`config.mk`:
```
export PLATFORM = sky130hd
export DESIGN_NAME = rvom_ctrl
export DESIGN_NICKNAME = d
export VERILOG_FILES = /design/src/sv/rvom_pkg.sv /design/src/sv/rvom_ctrl.sv
export SDC_FILE = /design/constraint.sdc
export NUM_CORES = 1
export LEC_CHECK = 0
export BUFFER_PORTS_ARGS = -buffer_cell sky130_fd_sc_hd__buf_2
export CAP_MARGIN = 20
export CORE_AREA = 3 3 40 42
export CTS_CLUSTER_SIZE = 14
export DETAILED_ROUTE_END_ITERATION = 12
export DIE_AREA = 0 0 43 45
export GPL_TIMING_DRIVEN = 0
export PLACE_DENSITY = 0.41
export SYNTH_ARGS = -nofsm -noshare
export SYNTH_HDL_FRONTEND = slang
export SYNTH_SLANG_ARGS = --single-unit
```
`constraint.sdc`:
```
create_clock -name clk -period 2.1 [get_ports clk]
set_input_delay 0.21 -clock clk [delete_from_list [all_inputs] [get_ports clk]]
set_output_delay 0.21 -clock clk [all_outputs]
set_load 0.02 [all_outputs]
```
`src/sv/rvom_pkg.sv`:
```
// Package for the voxel occupancy marker: types, register indexes, reset values.
// No dependencies.
`default_nettype none
package rvom_pkg;
  localparam int GridSideDefault = 64;
  localparam int CountW = 19;
  localparam int CfgIdxW = 3;
  localparam int CfgDataW = 48;
  localparam logic [CountW-1:0] CountMax = '1;

  localparam logic [CfgIdxW-1:0] REG_ROT0 = 3'd0;
  localparam logic [CfgIdxW-1:0] REG_ROT1 = 3'd1;
  localparam logic [CfgIdxW-1:0] REG_ROT2 = 3'd2;
  localparam logic [CfgIdxW-1:0] REG_TX = 3'd3;
  localparam logic [CfgIdxW-1:0] REG_TY = 3'd4;
  localparam logic [CfgIdxW-1:0] REG_TZ = 3'd5;
  localparam logic [CfgIdxW-1:0] REG_INV = 3'd6;
  localparam logic [CfgIdxW-1:0] REG_GEOM = 3'd7;

  localparam logic [47:0] RotRow0Rst = 48'h0000_0000_4000;
  localparam logic [47:0] RotRow1Rst = 48'h0000_4000_0000;
  localparam logic [47:0] RotRow2Rst = 48'h4000_0000_0000;
  localparam logic [31:0] InvRst = 32'h0001_0000;
  localparam logic [47:0] GeomRst = 48'h4040_4020_2020;

  typedef enum logic [2:0] {
    ST_CLEAR, ST_IDLE, ST_MUL, ST_SCALE, ST_READ, ST_WRITE, ST_OUT
  } state_t;

  typedef struct packed {
    logic clr_step;
    logic load;
    logic mul_step;
    logic scl_step;
    logic wr;
    logic out_load;
  } cmd_t;

  typedef struct packed {
    logic clr_done;
    logic mul_done;
    logic scl_done;
  } sts_t;
endpackage
`default_nettype wire

```
`src/sv/rvom_ctrl.sv`:
```
// Controller state machine of the voxel occupancy marker.
// Depends on rvom_pkg.
`default_nettype none
module rvom_ctrl (
  input  wire logic           clk,
  input  wire logic           rst,
  input  wire logic           in_fire,
  input  wire logic           out_free,
  input  wire rvom_pkg::sts_t sts,
  output logic                in_rdy,
  output rvom_pkg::cmd_t      cmd
);
  rvom_pkg::state_t state, state_next;

  always_ff @(posedge clk) begin
    if (rst) begin
      state <= rvom_pkg::ST_CLEAR;
    end else begin
      state <= state_next;
    end
  end

  always_comb begin
    state_next = state;
    cmd = '0;
    in_rdy = 1'b0;
    unique case (state)
      rvom_pkg::ST_CLEAR: begin
        cmd.clr_step = 1'b1;
        if (sts.clr_done) state_next = rvom_pkg::ST_IDLE;
      end
      rvom_pkg::ST_IDLE: begin
        in_rdy = 1'b1;
        if (in_fire) begin
          cmd.load = 1'b1;
          state_next = rvom_pkg::ST_MUL;
        end
      end
      rvom_pkg::ST_MUL: begin
        cmd.mul_step = 1'b1;
        if (sts.mul_done) state_next = rvom_pkg::ST_SCALE;
      end
      rvom_pkg::ST_SCALE: begin
        cmd.scl_step = 1'b1;
        if (sts.scl_done) state_next = rvom_pkg::ST_READ;
      end
      rvom_pkg::ST_READ: begin
        // RAM read latency
        state_next = rvom_pkg::ST_WRITE;
      end
      rvom_pkg::ST_WRITE: begin
        cmd.wr = 1'b1;
        state_next = rvom_pkg::ST_OUT;
      end
      rvom_pkg::ST_OUT: begin
        if (out_free) begin
          cmd.out_load = 1'b1;
          state_next = rvom_pkg::ST_IDLE;
        end
      end
      default: state_next = rvom_pkg::ST_IDLE;
    endcase
  end
endmodule
`default_nettype wire

```
Word-level counts from Yosys, hierarchy flattened
Index checks and enable logic that the tools add are counted.
{"block": "word_totals", "elab_cells": 29, "register_bits": 3, "out_inout_bits": 7, "inputBits": 7}
{"block": "classes", "mux": 15, "n_eq_ne": 11, "n_reduce_logical": 2}
{"op": "one-hot mux 3 bit (7 select lines)", "n": 1}
{"op": "2-to-1 mux 3 bit", "n": 5}
{"op": "inequality test 2 bit (second input constant)", "n": 5}
{"op": "equality test 3 bit (second input constant)", "n": 3}
{"op": "2-to-1 mux 1 bit", "n": 9}
{"op": "equality test 3 x 2 -> 1 bit (second input constant)", "n": 2}
{"op": "AND reduction 5 bit", "n": 1}
{"op": "equality test 3 x 1 -> 1 bit (second input constant)", "n": 1}
{"op": "zero test 3 bit", "n": 1}

Logic depth before layout (Yosys ltp)
{"block": "logic_depth", "ltp_word": 3, "depth_mapped": 7}

Least setup slack after synthesis
No wires, ideal clock.
{"block": "synth_path", "kind": "reg-to-reg", "from": "register state[2]", "to": "register state[2]", "stages_incl_launch_ff": 5, "path_buffers": 1, "arrival_time_ns": 1.417, "required_ns": 2.009, "slack_ns": 0.592, "synth_period_minus_slack_ns": 1.508, "cell_sequence": "dfxtp_1 clkbuf_1 nor3b_1 nor2_1 a311oi_1"}
{"block": "synth_via", "elab_chain_cells": 3}
{"item": "from (decl)", "line_no": "rvom_ctrl.sv:13", "rtl": "rvom_pkg::state_t state, state_next;"}
{"item": "from (signal assigned)", "line_no": "rvom_ctrl.sv:17", "rtl": "state <= rvom_pkg::ST_CLEAR;"}
{"item": "from (signal assigned)", "line_no": "rvom_ctrl.sv:19", "rtl": "state <= state_next;"}
{"item": "equality test 3 x 2 -> 1 bit (tied with other cells)", "line_no": "rvom_ctrl.sv:27", "rtl": "unique case (state)"}
{"item": "inequality test 2 bit (no line)"}
{"item": "AND reduction 5 bit (no line)"}
Several ways; a longest one is shown, not always the timed one.
A chain may end at the register's enable or synchronous reset.

==> impl_metrics.toml <==
[sta]
fmax_mhz = 618
fin_crit_ns = 1.62
relSlewSlack_pct = 75.2
hold_viol_final = 0
setup_viol = 0
tightestPinTransition_ns = 0.372
rsz0062_at_grt = "no"
timing.setup.tns_ns = 0
skew_ns = 0.000586
whs_ns = 0.195
post-route-period-util_pct = 77.1
slew_violations = 0

[critical_path]
cp-end-kind = "primary output"
r2r-start = "state[2]"
cp_max_fo = 10
worstSetupStartpointType = "flip-flop"
crit_required_ns = 1.89
worstPathArrival_ns = 1.41
critPathKind = "reg -> out"
startpoint = "state[2]"

[synthesis]
syn-num-nets = 47
ys_types = 22
yosysTopAreaCell = "dfxtp_1"
ys_warn_count = 0
ys_seq_area_share_pct = 19.9
syn_area_per_cell_um2 = 7.73
synth_top_area_share_pct = 19.9
netlist_top_cells_area = "dfxtp_1 (20%), a21oi_1 (6.6%), nand2b_1 (6.2%), a311oi_1 (5.8%), o22a_4 (5.8%)"
synth.cell_area_um2 = 302
synth_cells = 39
ys_ff_latch = 3

[layout]
layout_commonest_cell = "buf_2"
nets = 65
diodes = 0
reg_top3 = "state (3)"
design_area_um2 = 412
layout_common_cells = "buf_2 (14), nor2_1 (4), a21oi_1 (4)"
syn_to_final_growth_pct = 36.5
largest_register_ffs = 3
largest_register = "state"
fill_cells = 144
drive_gt1_share_pct = 41.1

[die]
rows = 13
fp.dieW_um = 43
fp.dieH_um = 45
ioPinCount = 14
start_util_pct = 23.5
core_um2 = 1280
floorplan.die_area_um2 = 1940

[clock_tree]
cts_buffers = 3
cts_root_buffer = "clkbuf_4"
cts_setup_buffers = 0
cts_tree = "done"
cts_buffer_depth = 2
insertion_delay_ns = 0.23
cts.sinks = 3
htreeDepth = 1
hold_buffers = 0
cts_resized = 0
clk_pin_slew_worst_paths_ns = 0.04

[power_and_ir_drop]
worst_ir_drop_vdd_uv = 495
power_density_nw_per_um2 = 1570
leakage_nw = 0.210

[placement]
hpwlAfterDp_um = 577
place_area_um2 = 385
globalplace.congestion = 0.639
port_buffers = 13

[detailed_routing]
first_pass_iters = 2
initialDrtViolationCount = 3
antenna_left = 0
vias_per_cell = 4.45
routed_wl_um = 760
via_count = 316
drc = 0
wl_per_cell_um = 10.7

[global_route]
use_met2_pct = 13.5
grt_max_degree = 11
grt_pass1_vias = 324
grt_pass1_wl_um = 1320
antenna_found_initial = 0
track_usage_pct = 9.06
globalRoute.totalOverflow = 0
met1_usage_pct = 12.2
grt_use_met3_pct = 3.98
busiest_layer = "met2"

[worst_hold_path]
hp-class = "in -> reg"
min-delay-start = "rst"

[job]
maxCapViolations = 0

[outcome]
status = "complete, no violations"
## power by group
| part | internal, mW | switching, mW | leakage (nW) |
|---|---|---|---|
| registers | 0.0830 | 0.0175 | 0.0249 |
| logic | 0.191 | 0.253 | 0.170 |
| clock network | 0.0711 | 0.0285 | 0.0150 |
## cells by family after synthesis
logic type                 synth area share (%)
DFF                                        19.9
and+or+nand+nor                            31.9
buffers and inverters                      10.4
muxes                                      7.05
adders and majority gates                  4.15
AOI/OAI and AO/OA                          26.6
## synth_stat cells (all sizes together)
cell	number
and3b	1
nand2	3
clkbuf	1
mux2i	1
buf	2
a21oi	4
ha	1
and3	2
nor3	2
a32oi	1
o21bai	1
o21ai	1
dfxtp	3
nor2	4
inv	3
or3b	1
mux2	1
a311oi	2
nor3b	1
nand2b	3
o22a	1
## final timing paths
check	endpoint	slack, ns	depth (start not counted)
worst max-delay path	cmd[4]	0.48	4
worst min-delay path	state[2]	0.20	2
worst max register to register	state[2]	0.69	4
worst min register to register	state[1]	0.64	3
## layer usage
layer | vias to the layer above | part of all wire (%)
met4 | 0 | 0
li1 | 172 | -
met1 | 136 | 51
met3 | 0 | 5.3
met5 | - | 0
met2 | 8 | 43
## critical path, cell delays in order (launching register included)
cell and delay, ns:
dfxtp_1 0.39, clkbuf_1 0.34, nor2_1 0.11, and3_1 0.19, buf_2 0.15
## layout make-up
cell class                 count  area [um^2]  area share (%)
tap                           15         18.8            4.56
inverter                       3         11.3            2.74
buffer                         3         20.0            4.86
multi-input combinational     30          210            51.1
timing repair buffer          13         65.1            15.8
sequential                     3         60.1            14.6
clock buffer                   4         26.3            6.38
## per-stage QoR
stage	total power, mW	setup WS, ns	utilization, %	std cells
3_3_place_gp	0.554	0.647	30.0	67
5_1_grt	0.712	0.361	32.0	71
2_1_floorplan	0.448	0.592	-	39
3_5_place_dp	0.552	0.645	30.0	67
4_1_cts	0.659	0.454	32.0	71
6_report	0.645	0.481	32.0	71
No activity file was read; power rests on OpenSTA's default activity.
